<file path="config.mk">
export PLATFORM = sky130hd
export DESIGN_NAME = line_pixel_stepper_top
export DESIGN_NICKNAME = d
export VERILOG_FILES = /design/src/rtl/lps_pkg.sv /design/src/rtl/line_pixel_stepper_top.sv /design/src/rtl/lps_line_setup.sv /design/src/rtl/lps_stepper.sv
export SDC_FILE = /design/constraint.sdc
export NUM_CORES = 1
export LEC_CHECK = 0
export BUFFER_PORTS_ARGS = -buffer_cell sky130_fd_sc_hd__buf_2
export CORE_MARGIN = 1.5
export CORE_UTILIZATION = 36
export DETAILED_ROUTE_END_ITERATION = 12
export GPL_TIMING_DRIVEN = 1
export SYNTH_ARGS = -nofsm -noshare
export SYNTH_HDL_FRONTEND = slang
export SYNTH_SLANG_ARGS = --single-unit
</file>
<file path="constraint.sdc">
create_clock -name clk -period 7.1 [get_ports clk]
set_clock_uncertainty 0.2 [all_clocks]
set_input_delay 0.355 -clock clk [delete_from_list [all_inputs] [get_ports clk]]
set_output_delay 0.355 -clock clk [all_outputs]
set_load 0.05 [all_outputs]
</file>
<file path="src/rtl/lps_pkg.sv">
// ----------------------------------------------------------------------------
// lps_pkg
// Shared types and constants for the line pixel stepper.
// ----------------------------------------------------------------------------
`default_nettype none

package lps_pkg;

	// default coordinate width
	localparam int COORD_BITS_DEF = 12;

	// operation codes of an input word
	typedef enum logic {
		OP_LOAD    = 1'b0,
		OP_ADVANCE = 1'b1
	} op_t;

	// command handed from the input register to the stepper
	typedef struct packed {
		logic fire;
		op_t  op;
	} step_cmd_t;

endpackage : lps_pkg

`default_nettype wire

</file>
<file path="src/rtl/line_pixel_stepper_top.sv">
// ----------------------------------------------------------------------------
// line_pixel_stepper_top
// Bresenham-style line stepper: a load word sets up a line, each advance
// word on an active line yields the next pixel with its mirrored screen row.
//
// Channel  Handshake                 Payload
// in       in_valid / in_stall       operation, x_start, y_start, x_end, y_end
// out      out_valid / out_stall     pixel_x, pixel_row, last_pixel
// cfg      cfg_valid / cfg_ready     cfg_data (window_height)
//
// One word per cycle while the output is not stalled; a pixel appears on the outputs
// after its advance word passes the input register, then the result register.
// The rate is set by the single error add and compare in the stepper.
// Reset clears the line state and the window height; no line is active.
// A stalled result holds its register; the input stage keeps accepting while
// the result register is empty or being taken. cfg_ready is always high.
// ----------------------------------------------------------------------------
`default_nettype none

module line_pixel_stepper_top #(
	parameter int COORD_BITS = lps_pkg::COORD_BITS_DEF
) (
	input  logic                       clk,
	input  logic                       arst_n,
	input  logic                       in_valid,
	output logic                       in_stall,
	input  logic                       operation,
	input  logic [COORD_BITS-1:0]      x_start,
	input  logic [COORD_BITS-1:0]      y_start,
	input  logic [COORD_BITS-1:0]      x_end,
	input  logic [COORD_BITS-1:0]      y_end,
	output logic                       out_valid,
	input  logic                       out_stall,
	output logic [COORD_BITS-1:0]      pixel_x,
	output logic signed [COORD_BITS:0] pixel_row,
	output logic                       last_pixel,
	input  logic                       cfg_valid,
	output logic                       cfg_ready,
	input  logic [COORD_BITS-1:0]      cfg_data
);

	import lps_pkg::*;

	logic [COORD_BITS-1:0]     window_height_q;

	logic                      valid_s1;
	op_t                       op_s1;
	logic [COORD_BITS-1:0]     x_start_s1;
	logic [COORD_BITS-1:0]     y_start_s1;
	logic [COORD_BITS-1:0]     x_end_s1;
	logic [COORD_BITS-1:0]     y_end_s1;

	logic                      valid_s2;
	logic [COORD_BITS-1:0]     pixel_x_s2;
	logic signed [COORD_BITS:0] pixel_row_s2;
	logic                      last_pixel_s2;

	logic                      out_free;
	step_cmd_t                 cmd;

	logic [COORD_BITS-1:0]     first_x;
	logic [COORD_BITS-1:0]     first_y;
	logic [COORD_BITS-1:0]     major_end;
	logic [COORD_BITS-1:0]     major_len;
	logic [COORD_BITS-1:0]     minor_len;
	logic                      steep;
	logic                      minor_down;

	logic                      res_valid;
	logic [COORD_BITS-1:0]     res_x;
	logic signed [COORD_BITS:0] res_row;
	logic                      res_last;

	// configuration register
	assign cfg_ready = 1'b1;

	always_ff @(posedge clk or negedge arst_n) begin
		if (!arst_n) begin
			window_height_q <= '0;
		end else if (cfg_valid && cfg_ready) begin
			window_height_q <= cfg_data;
		end
	end

	// handshake: the input stage moves when the result register can take a word
	always_comb begin
		out_free = !valid_s2 || !out_stall;
		in_stall = valid_s1 && !out_free;
		cmd.fire = valid_s1 && out_free;
		cmd.op   = op_s1;
	end

	// input register
	always_ff @(posedge clk or negedge arst_n) begin
		if (!arst_n) begin
			valid_s1 <= 1'b0;
		end else if (!in_stall) begin
			valid_s1 <= in_valid;
		end
	end

	always_ff @(posedge clk) begin
		if (in_valid && !in_stall) begin
			op_s1      <= op_t'(operation);
			x_start_s1 <= x_start;
			y_start_s1 <= y_start;
			x_end_s1   <= x_end;
			y_end_s1   <= y_end;
		end
	end

	lps_line_setup #(
		.COORD_BITS (COORD_BITS)
	) u_setup (
		.x_start    (x_start_s1),
		.y_start    (y_start_s1),
		.x_end      (x_end_s1),
		.y_end      (y_end_s1),
		.first_x    (first_x),
		.first_y    (first_y),
		.major_end  (major_end),
		.major_len  (major_len),
		.minor_len  (minor_len),
		.steep      (steep),
		.minor_down (minor_down)
	);

	lps_stepper #(
		.COORD_BITS (COORD_BITS)
	) u_stepper (
		.clk           (clk),
		.arst_n        (arst_n),
		.cmd           (cmd),
		.window_height (window_height_q),
		.first_x       (first_x),
		.first_y       (first_y),
		.major_end     (major_end),
		.major_len     (major_len),
		.minor_len     (minor_len),
		.steep         (steep),
		.minor_down    (minor_down),
		.res_valid     (res_valid),
		.res_x         (res_x),
		.res_row       (res_row),
		.res_last      (res_last)
	);

	// result register
	always_ff @(posedge clk or negedge arst_n) begin
		if (!arst_n) begin
			valid_s2 <= 1'b0;
		end else if (out_free) begin
			valid_s2 <= res_valid;
		end
	end

	always_ff @(posedge clk) begin
		if (out_free && res_valid) begin
			pixel_x_s2    <= res_x;
			pixel_row_s2  <= res_row;
			last_pixel_s2 <= res_last;
		end
	end

	assign out_valid  = valid_s2;
	assign pixel_x    = pixel_x_s2;
	assign pixel_row  = pixel_row_s2;
	assign last_pixel = last_pixel_s2;

	// a load word never produces a pixel
	a_load_silent: assert property (@(posedge clk) disable iff (!arst_n)
		(cmd.fire && (cmd.op == OP_LOAD)) |=> !valid_s2)
		else $error("pixel emitted for a load word");

	// a word only moves to the stepper when the result register has room
	a_fire_room: assert property (@(posedge clk) disable iff (!arst_n)
		cmd.fire |-> !(valid_s2 && out_stall))
		else $error("stepper fired into a blocked result register");

	// a blocked result register stalls a full input stage
	a_stall_back: assert property (@(posedge clk) disable iff (!arst_n)
		(valid_s1 && valid_s2 && out_stall) |=> valid_s1)
		else $error("input word lost while output stalled");

endmodule : line_pixel_stepper_top

`default_nettype wire

</file>
<file path="src/rtl/lps_line_setup.sv">
// ----------------------------------------------------------------------------
// lps_line_setup
// Derives the stepping parameters of a new line from its two endpoints:
// major axis, absolute deltas, minor direction and the ordered start point.
// ----------------------------------------------------------------------------
`default_nettype none

module lps_line_setup #(
	parameter int COORD_BITS = 12
) (
	input  logic [COORD_BITS-1:0] x_start,
	input  logic [COORD_BITS-1:0] y_start,
	input  logic [COORD_BITS-1:0] x_end,
	input  logic [COORD_BITS-1:0] y_end,
	output logic [COORD_BITS-1:0] first_x,
	output logic [COORD_BITS-1:0] first_y,
	output logic [COORD_BITS-1:0] major_end,
	output logic [COORD_BITS-1:0] major_len,
	output logic [COORD_BITS-1:0] minor_len,
	output logic                  steep,
	output logic                  minor_down
);

	logic signed [COORD_BITS:0] dx;
	logic signed [COORD_BITS:0] dy;
	logic signed [COORD_BITS:0] dx_abs;
	logic signed [COORD_BITS:0] dy_abs;
	logic [COORD_BITS-1:0]      adx;
	logic [COORD_BITS-1:0]      ady;
	logic                       swap;

	// signed deltas and their magnitudes
	always_comb begin
		dx     = $signed({1'b0, x_end}) - $signed({1'b0, x_start});
		dy     = $signed({1'b0, y_end}) - $signed({1'b0, y_start});
		dx_abs = dx[COORD_BITS] ? -dx : dx;
		dy_abs = dy[COORD_BITS] ? -dy : dy;
		adx    = dx_abs[COORD_BITS-1:0];
		ady    = dy_abs[COORD_BITS-1:0];
	end

	// pick the major axis; vertical and single-point lines step along y
	always_comb begin
		steep      = (dx == '0) || (ady > adx);
		minor_down = dx[COORD_BITS] != dy[COORD_BITS];
		swap       = steep ? (y_end < y_start) : (x_end < x_start);
		first_x    = swap ? x_end : x_start;
		first_y    = swap ? y_end : y_start;
		if (steep) begin
			major_end = swap ? y_start : y_end;
			major_len = ady;
			minor_len = adx;
		end else begin
			major_end = swap ? x_start : x_end;
			major_len = adx;
			minor_len = ady;
		end
	end

endmodule : lps_line_setup

`default_nettype wire

</file>
<file path="src/rtl/lps_stepper.sv">
// ----------------------------------------------------------------------------
// lps_stepper
// Holds the line state and, per advance word, emits the current pixel and,
// short of the line end, takes one step with an exact integer error term.
// ----------------------------------------------------------------------------
`default_nettype none

module lps_stepper #(
	parameter int COORD_BITS = 12
) (
	input  logic                         clk,
	input  logic                         arst_n,
	input  lps_pkg::step_cmd_t           cmd,
	input  logic [COORD_BITS-1:0]        window_height,
	input  logic [COORD_BITS-1:0]        first_x,
	input  logic [COORD_BITS-1:0]        first_y,
	input  logic [COORD_BITS-1:0]        major_end,
	input  logic [COORD_BITS-1:0]        major_len,
	input  logic [COORD_BITS-1:0]        minor_len,
	input  logic                         steep,
	input  logic                         minor_down,
	output logic                         res_valid,
	output logic [COORD_BITS-1:0]        res_x,
	output logic signed [COORD_BITS:0]   res_row,
	output logic                         res_last
);

	import lps_pkg::*;

	localparam int ErrBits = COORD_BITS + 3;

	logic [COORD_BITS-1:0]     cur_x_q;
	logic [COORD_BITS-1:0]     cur_y_q;
	logic [COORD_BITS-1:0]     major_end_q;
	logic [COORD_BITS-1:0]     major_len_q;
	logic [COORD_BITS-1:0]     minor_len_q;
	logic signed [ErrBits-1:0] error_term_q;
	logic                      steep_mode_q;
	logic                      minor_down_q;
	logic                      line_active_q;

	logic [COORD_BITS-1:0]     major_pos;
	logic                      at_end;
	logic signed [ErrBits-1:0] err_sum;
	logic                      minor_move;
	logic [COORD_BITS-1:0]     minor_pos;
	logic [COORD_BITS-1:0]     minor_next;
	logic [COORD_BITS-1:0]     major_next;

	// current pixel and end check
	always_comb begin
		major_pos = steep_mode_q ? cur_y_q : cur_x_q;
		at_end    = major_pos == major_end_q;
		res_valid = cmd.fire && (cmd.op == OP_ADVANCE) && line_active_q;
		res_x     = cur_x_q;
		res_row   = $signed({1'b0, window_height}) - $signed({1'b0, cur_y_q});
		res_last  = at_end;
	end

	// error update and next coordinates
	always_comb begin
		err_sum    = error_term_q + $signed({2'b00, minor_len_q, 1'b0});
		minor_move = err_sum >= $signed({3'b000, major_len_q});
		minor_pos  = steep_mode_q ? cur_x_q : cur_y_q;
		minor_next = minor_down_q ? minor_pos - 1'b1 : minor_pos + 1'b1;
		major_next = major_pos + 1'b1;
	end

	// load a new line or advance the active one
	always_ff @(posedge clk or negedge arst_n) begin
		if (!arst_n) begin
			cur_x_q       <= '0;
			cur_y_q       <= '0;
			major_end_q   <= '0;
			major_len_q   <= '0;
			minor_len_q   <= '0;
			error_term_q  <= '0;
			steep_mode_q  <= 1'b0;
			minor_down_q  <= 1'b0;
			line_active_q <= 1'b0;
		end else if (cmd.fire) begin
			if (cmd.op == OP_LOAD) begin
				cur_x_q       <= first_x;
				cur_y_q       <= first_y;
				major_end_q   <= major_end;
				major_len_q   <= major_len;
				minor_len_q   <= minor_len;
				error_term_q  <= '0;
				steep_mode_q  <= steep;
				minor_down_q  <= minor_down;
				line_active_q <= 1'b1;
			end else if (line_active_q) begin
				if (at_end) begin
					line_active_q <= 1'b0;
				end else begin
					error_term_q <= minor_move
						? err_sum - $signed({2'b00, major_len_q, 1'b0}) : err_sum;
					if (steep_mode_q) begin
						cur_y_q <= major_next;
						if (minor_move) begin
							cur_x_q <= minor_next;
						end
					end else begin
						cur_x_q <= major_next;
						if (minor_move) begin
							cur_y_q <= minor_next;
						end
					end
				end
			end
		end
	end

	// error term stays within one major length of zero
	a_err_bound: assert property (@(posedge clk) disable iff (!arst_n)
		line_active_q |-> (error_term_q >= -$signed({3'b000, major_len_q}))
			&& ((error_term_q < $signed({3'b000, major_len_q})) || (major_len_q == '0)))
		else $error("error term out of range");

	// minor delta never exceeds major delta
	a_minor_le_major: assert property (@(posedge clk) disable iff (!arst_n)
		line_active_q |-> (minor_len_q <= major_len_q))
		else $error("minor delta exceeds major delta");

	// the end pixel retires the line
	a_last_retires: assert property (@(posedge clk) disable iff (!arst_n)
		(res_valid && at_end) |=> !line_active_q)
		else $error("line still active after its last pixel");

endmodule : lps_stepper

`default_nettype wire
</file>
==> results by group, run 1 <==
Finish
  – ANT cells: 0
  – Most frequent cells in the layout: 119 x nand2_1, 96 x ha_1, 93 x inv_1
  – Layout cells sized above 1: 0.139
  – Area grow syn2layout: 18.0%
  – Fin nets: between 1500 and 2000
  – Final non-filler cell total: 1854
  – Top reg by flops: u_stepper.error_term_q
  – Fin util: 0.433
  – Max reg flops: 14
  – Commonest non-fill, non-tap cell in the layout: nand2_1

Synthesis
  – Compound-Gate Fraction of Synth Area: 0.190
  – Post-synth EDFFs: 75
  – Post-synthesis xor/xnor area fraction: 0.0717
  – Area leader, netlist: dfrtp_1
  – Mux contribution to synthesized area: 0.0644
  – Ys Warns: 0
  – Async SR Flop Fraction: 0.548
  – Area contributors post-synth: dfrtp_1 19%, edfxtp_1 19%, ha_1 10%
  – Avg Cell Area, Syn: 9.50 sq um
  – Yosys top cell area share: 0.190
  – Synth Net Count: 1427
  – Post-Syn Area: between 10000 and 15000 sq um
  – Yosys reg bits: 166
  – Post-synthesis adder-cell area fraction: 0.110
  – Post-synthesis sequential area ratio: 0.379
  – Largest family of logic cells by synthesized area: compound AO/OA/AOI/OAI gates
  – Simple-gate area share of the yosys netlist: 0.136
  – Gate Count Post-Synth: 1259
  – Primary FF master, synth: dfrtp_1
  – Netlist cell types: 81

Global routing
  – Largest net degree at the start of global routing: between 60 and 70
  – Total grt overflow: 0
  – Initial antenna violation count: 0
  – First-pass GRT wire length: 52.8 mm
  – Vias in the first global route: 9619
  – Total Routing Usage GR: 0.199

Pwr
  – VDD IR max: 0.232 mV
  – Leak pwr: between 6 and 7 nW
  – Pwr per Cell Area: 476 nW/um^2
  – Total Power: 6.72 mW

Critical path
  – Crit-path cells: inv_1 -> ha_1 -> inv_1 -> fa_1 -> a21oi_1 -> o2bb2ai_1 -> o21ai_0 -> o21ai_0 -> a221oi_2 -> o31ai_1 -> xor2_1 -> inv_1 -> ha_1 -> a21o_1 -> a21o_1 -> a211oi_1 -> a21oi_1 -> a41o_1 -> a2bb2oi_4 -> buf_4 -> mux2i_1 -> o221ai_1
  – Critical path type: reg -> reg
  – CP required: 7.19 ns
  – Critical Path Sink Type: flop
  – R2R Setup Slk: 0.67 ns
  – Max stage delay on crit path: between 0.8 and 0.9 ns
  – Startpoint Class: flop
  – Slowest cell on the critical path: a2bb2oi_4
  – Crit path top cell by count: inv_1
  – Crit path arrival time: around 6.5 ns
  – Launching point of the worst reg2reg path: y_end_s1[0]$_DFFE_PP_
  – Crit. Startpoint: y_end_s1[0]$_DFFE_PP_
  – Worst-path fanout max: 34

CTS
  – CTS HTree Levels: 4
  – Post-CTS Setup Inserts: 0
  – Worst-Skew Late Latency: 0.44 ns
  – Number of buffers created by CTS: 17
  – Max Buffers Root-to-Sink: 2
  – PostCTS Resize Cnt: 0
  – Clock tree root driver cell: clkbuf_16
  – CTS tree: yes
  – Clk slew on worst S/H paths: 0.08 ns
  – Num Clock Sinks: about 170

Flow run
  – Max cap viols: 0

Timing
  – RSZ-0062 raised after global routing: no
  – Hold Fails Final Rpt: 0
  – Hold slack: 0.0544 ns
  – Fmax: around 160 MHz
  – Shortest period the worst path allows: between 6 and 7 ns
  – Final setup viols: 0
  – Slew at the pin closest to its max-slew limit: 1.13 ns
  – Worst slew margin: 0.246
  – Setup TNS: 0 ns
  – Period utilization: 0.905
  – Final slew viol count: 0

Placed design
  – DP HPWL: 25.3 mm
  – GP Congestion: around 0.9
  – Placed Instances: 1759
  – PortBufs: 93

Routing
  – Initial DRC count: 653
  – Remaining antenna violation count: 0
  – Routed WL per cell: 18.1 microns
  – Drt drc: 0
  – Routed WL: 33.6 mm
  – Initial DRT Pass Iterations: 5
  – Via/cell ratio: 5.42
  – Via count: 10100

Floorplanning
  – Die X: 185 microns
  – DIE HEIGHT: 185 microns
  – Row Count: between 60 and 70
  – Die area: 34300 sq um
  – IO Pins: 95
  – Initial Util: 0.367
  – CORE AREA: 32600 sq um

Hold path
  – Worst hold path type: in -> reg
  – Min-delay src: out_stall

Outcome
  – Outcome: finished clean
power breakdown:
part | switching, mW | total (mW) | internal, mW
clock | 0.489 | 0.973 | 0.484
sequential | 0.301 | 1.61 | 1.31
combinational | 2.39 | 4.14 | 1.75
worst paths after layout:
kind,endpoint,depth (start not counted)
worst min register to register,u_stepper.major_len_q[3]$_DFFE_PN0P_,2
min in group asynchronous,u_stepper.major_len_q[4]$_DFFE_PN0P_,2
worst min-delay path,valid_s1$_DFFE_PN0N_,3
worst max register to register,u_stepper.cur_y_q[3]$_DFFE_PN0P_,22
worst max-delay path,u_stepper.cur_y_q[3]$_DFFE_PN0P_,22
max in group asynchronous,u_stepper.steep_mode_q$_DFFE_PN0P_,3
per-stage QoR:
stage | worst slack (ns) | cell area [sq um]
floorplan | 2.17 | 12000
global placement | 0.871 | 12900
detailed placement | 0.748 | 12900
CTS | 0.720 | 14100
global route | 0.158 | 14100
finish | 0.671 | 14100
logic make-up (layout without fill, tap and decap cells):
kind of cell    count (synthesis)  in the layout
flops                         166            166
simple gates                  345            345
mux                            73             73
other cells                     1              1
buf+inv                       140            293
fa+ha+maj                     102            102
xor+xnor                       98             98
compound gates                334            334
worst max-delay path, delay by kind of cell, from the launching register on:
family                   cells  cell delay (ns)
multiplexers                 1             0.24
buffers and inverters        4             0.52
flip-flops                   1             0.42
XOR/XNOR                     1             0.25
adder cells (fa/ha/maj)      3             0.84
AO/OA/AOI/OAI               13             3.80
routing by layer:
metal | vias to the layer above | track usage | part of all wire
met5 | - | 0 | 0
met4 | 0 | 0.0553 | 0.018
met3 | 44 | 0.0273 | 0.056
met2 | 309 | 0.311 | 0.45
met1 | 4810 | 0.286 | 0.48
li1 | 4892 | - | -
layout make-up:
class | count | area (sq um)
fill | 3136 | 18500
multi-input combinational | 953 | 6880
sequential | 166 | 4530
timing repair buffer | 168 | 1190
tap | 442 | 553
clock buffer | 17 | 425
inverter | 93 | 349
clock inverter | 15 | 195
Yosys cell counts, types with 5 or more instances:
| cell type | n |
|---|---|
| o21ai_0 | 88 |
| clkbuf_1 | 27 |
| buf_4 | 6 |
| xor2_1 | 29 |
| nand4_1 | 8 |
| or3_1 | 6 |
| a21boi_0 | 6 |
| a211oi_1 | 11 |
| nor4_1 | 7 |
| nand2_1 | 119 |
| a21oi_1 | 70 |
| o31ai_1 | 5 |
| and3_1 | 9 |
| o2111ai_1 | 8 |
| nand3_1 | 39 |
| a21o_1 | 15 |
| fa_1 | 6 |
| or2_2 | 9 |
| buf_2 | 10 |
| o31a_1 | 5 |
| nand2b_1 | 6 |
| o211ai_1 | 18 |
| o221ai_1 | 31 |
| ha_1 | 96 |
| dfrtp_1 | 91 |
| mux2_2 | 32 |
| mux2i_1 | 41 |
| and2_1 | 8 |
| xnor2_1 | 69 |
| edfxtp_1 | 75 |
| inv_1 | 93 |
| a31oi_1 | 8 |
| nor3_1 | 12 |
| nor2_1 | 87 |
| o21a_1 | 14 |
| nor2b_1 | 13 |
repair_timing:
item / in CTS / in global routing
hold buffers: 63 / 0
endpoints found under the hold margin: 91 / 0
endpoints found under the setup margin: 0 / 0
No activity file was read; power rests on OpenSTA's default activity.
==> inputs of run 2 (changes only) <==
Settings changed: PLACE_DENSITY set to 0.56.
==> run 2 against run 1 <==
Effect of this change: setup slack improved by 0.035 ns; flip-flop and latch count unchanged; critical path type unchanged; final cell count increased by 0.11%; first-iteration DRC count increased by 5.4%; final area about the same; critical path depth increased by 1; largest cell class unchanged; register-to-register slack improved by 0.04 ns.
==> results by group, run 2 (synthesis gave the netlist of run 1 again) <==
CTS
  – Clk slew on worst S/H paths: 0.08 ns (about the same)
  – Clock tree root driver cell: clkbuf_16
  – Max Buffers Root-to-Sink: 2 (unchanged)
  – CTS HTree Levels: 4 (unchanged)
  – Num Clock Sinks: 166 (unchanged)
  – CTS tree: yes
  – Worst-Skew Late Latency: 0.45 ns (about the same)
  – Number of buffers created by CTS: 17 (unchanged)

Timing
  – Hold Fails Final Rpt: 0 (unchanged)
  – Period utilization: 0.901 (-0.00493)
  – Worst slew margin: 0.311 (+0.0655)
  – Setup TNS: 0 ns (unchanged)
  – Slew at the pin closest to its max-slew limit: 1.03 ns (-0.101 ns)
  – Final slew viol count: 0 (unchanged)
  – Final setup viols: 0 (unchanged)
  – Shortest period the worst path allows: 6.39 ns (-0.0350 ns)
  – Fmax: 156 MHz (+0.55%)
  – RSZ-0062 raised after global routing: no
  – Hold slack: 0.0168 ns (-0.0377 ns)

Finish
  – Fillcell total: 3135 (-0.032%)
  – Fin nets: 1569 (+0.13%)
  – ANT cells: 0 (unchanged)
  – Top reg by flops: u_stepper.error_term_q
  – Area grow syn2layout: 17.9% (about the same)
  – Layout cells sized above 1: 0.139 (+0.000511)
  – Most frequent cells in the layout: 119 x nand2_1, 96 x ha_1, 93 x inv_1
  – Commonest non-fill, non-tap cell in the layout: nand2_1
  – Final non-filler cell total: 1856 (+0.11%)
  – Max reg flops: 14 (unchanged)

Hold path
  – Cells on Worst Hold Path: 3 (unchanged)
  – Worst hold path type: in -> reg
  – Min-delay src: out_stall
  – End of the worst hold path: valid_s1$_DFFE_PN0N_

Global routing
  – Total Routing Usage GR: 0.202 (+0.00236)
  – First-pass GRT wire length: 53.1 mm (+0.62%)
  – Largest net degree at the start of global routing: 70 (+11%)
  – Total grt overflow: 0 (unchanged)
  – Initial antenna violation count: 0 (unchanged)
  – Vias in the first global route: 9664 (+0.47%)

Critical path
  – Slowest cell on the critical path: a2bb2oi_4
  – Crit-path cells: inv_1 -> ha_1 -> inv_1 -> fa_1 -> a21oi_1 -> o2bb2ai_1 -> o41ai_1 -> xnor2_1 -> nor3_1 -> inv_1 -> o41ai_1 -> xnor2_1 -> inv_1 -> ha_1 -> nand4_1 -> a211oi_1 -> a211oi_1 -> a21oi_1 -> a41o_1 -> a2bb2oi_4 -> buf_4 -> mux2i_1 -> o221ai_1
  – Worst reg-to-reg path cell count: 23 (+4.5%)
  – Worst path bufs/invs: 5 (+1)
  – Startpoint Class: flop
  – Worst-path fanout max: 22 (-35%)
  – Critical Path Sink Type: flop
  – Crit path top cell by count: inv_1
  – CP required: 7.19 ns (about the same)
  – RR Endpoint: u_stepper.cur_y_q[3]$_DFFE_PN0P_
  – Max stage delay on crit path: 0.65 ns (-0.23 ns)
  – Launching point of the worst reg2reg path: y_end_s1[0]$_DFFE_PP_
  – Critical path type: reg -> reg
  – R2R Setup Slk: 0.71 ns (+0.04 ns)
  – Worst path top cell family by delay: compound AO/OA/AOI/OAI gates
  – Crit path arrival time: 6.49 ns (-0.03 ns)

Placed design
  – DP HPWL: 25.3 mm (about the same)
  – GP Congestion: 1.01 (+9.5%)
  – Placed Instances: 1761 (+0.11%)
  – PortBufs: 93 (unchanged)

Routing
  – Routed WL: 33.7 mm (+0.15%)
  – Via/cell ratio: 5.37 (-0.96%)
  – Via count: 9969 (-0.86%)
  – Initial DRT Pass Iterations: 7 (+2)
  – Initial DRC count: 688 (+5.4%)
  – Drt drc: 0 (unchanged)
  – Remaining antenna violation count: 0 (unchanged)
  – Routed WL per cell: 18.2 microns (about the same)

Pwr
  – VDD IR max: 0.240 mV (+3.6%)
  – Pwr per Cell Area: 476 nW/um^2 (about the same)
  – Leak pwr: 6.17 nW (+0.17%)

Floorplanning
  – IO Pins: 95 (unchanged)
  – Initial Util: 0.367 (unchanged)
  – Die area: 34300 sq um (unchanged)
  – DIE HEIGHT: 185 microns (unchanged)
  – Row Count: 66 (unchanged)
  – CORE AREA: 32600 sq um (unchanged)
  – Die X: 185 microns (unchanged)

Outcome
  – Outcome: finished clean

Flow run
  – Max cap viols: 0 (unchanged)
[run 2: metal layers]
layer / GRT usage / part of all wire / wire (microns)
met5: 0 / 0 / 0
met4: 0.0433 / 0.014 / 455
met3: 0.0322 / 0.052 / 1740
met2: 0.315 / 0.45 / 15000
met1: 0.291 / 0.49 / 16500
[run 2: metrics by stage]
stage                     worst slack (ns)  total power [mW]  area (sq um)   util
after detailed placement             0.871              5.72         12900  0.395
after global placement                1.04              5.65         12900  0.395
after global routing                 0.250              7.30         14100  0.433
after CTS                            0.817              6.72         14100  0.433
after floorplan                       2.17              4.77         12000      -
final                                0.706              6.71         14100  0.433
[run 2: how the worst max path moves through the flow]
stage,from,to,slack (ns),cells after the start
after floorplan,y_end_s1[0]$_DFFE_PP_,u_stepper.cur_y_q[5]$_DFFE_PN0P_,2.17,23
after global placement,y_end_s1[0]$_DFFE_PP_,u_stepper.cur_y_q[1]$_DFFE_PN0P_,1.04,22
after detailed placement,y_end_s1[0]$_DFFE_PP_,u_stepper.cur_y_q[3]$_DFFE_PN0P_,0.87,22
after CTS,y_end_s1[0]$_DFFE_PP_,u_stepper.cur_y_q[3]$_DFFE_PN0P_,0.82,22
after global routing,y_end_s1[0]$_DFFE_PP_,u_stepper.cur_y_q[1]$_DFFE_PN0P_,0.25,22
final,y_end_s1[0]$_DFFE_PP_,u_stepper.cur_y_q[3]$_DFFE_PN0P_,0.71,23
[run 2: cell type report]
cell class / instances / area, sq um / share of cell area
Inverter: 93 / 349 / 0.0247
Clock buffer: 21 / 484 / 0.0343
Sequential cell: 166 / 4530 / 0.321
Timing Repair Buffer: 170 / 1220 / 0.0862
Clock inverter: 11 / 98.8 / 0.00701
Tap cell: 442 / 553 / 0.0392
Multi-Input combinational cell: 953 / 6880 / 0.487
[run 2: what timing repair did]
action                                 4_1_cts  5_1_grt
resized for setup                            0        0
endpoints found under the hold margin       84        0
buffers inserted                             0        0
hold buffers                                63        0
[run 2: where the power goes]
part | internal [mW] | switching [mW] | total (mW)
Combinational | 1.77 | 2.40 | 4.17
Clock | 0.505 | 0.440 | 0.945
Sequential | 1.31 | 0.290 | 1.60
Total | 3.59 | 3.13 | 6.71
[run 2: worst register-to-register path, stage by stage, from the launching register on]
cell,delay [ns]
edfxtp_1,0.42
inv_1,0.08
ha_1,0.15
inv_1,0.05
fa_1,0.40
a21oi_1,0.19
o2bb2ai_1,0.15
o41ai_1,0.36
xnor2_1,0.24
nor3_1,0.21
inv_1,0.07
o41ai_1,0.56
xnor2_1,0.24
inv_1,0.10
ha_1,0.33
nand4_1,0.14
a211oi_1,0.07
a211oi_1,0.22
a21oi_1,0.19
a41o_1,0.49
a2bb2oi_4,0.66
buf_4,0.34
mux2i_1,0.25
o221ai_1,0.14
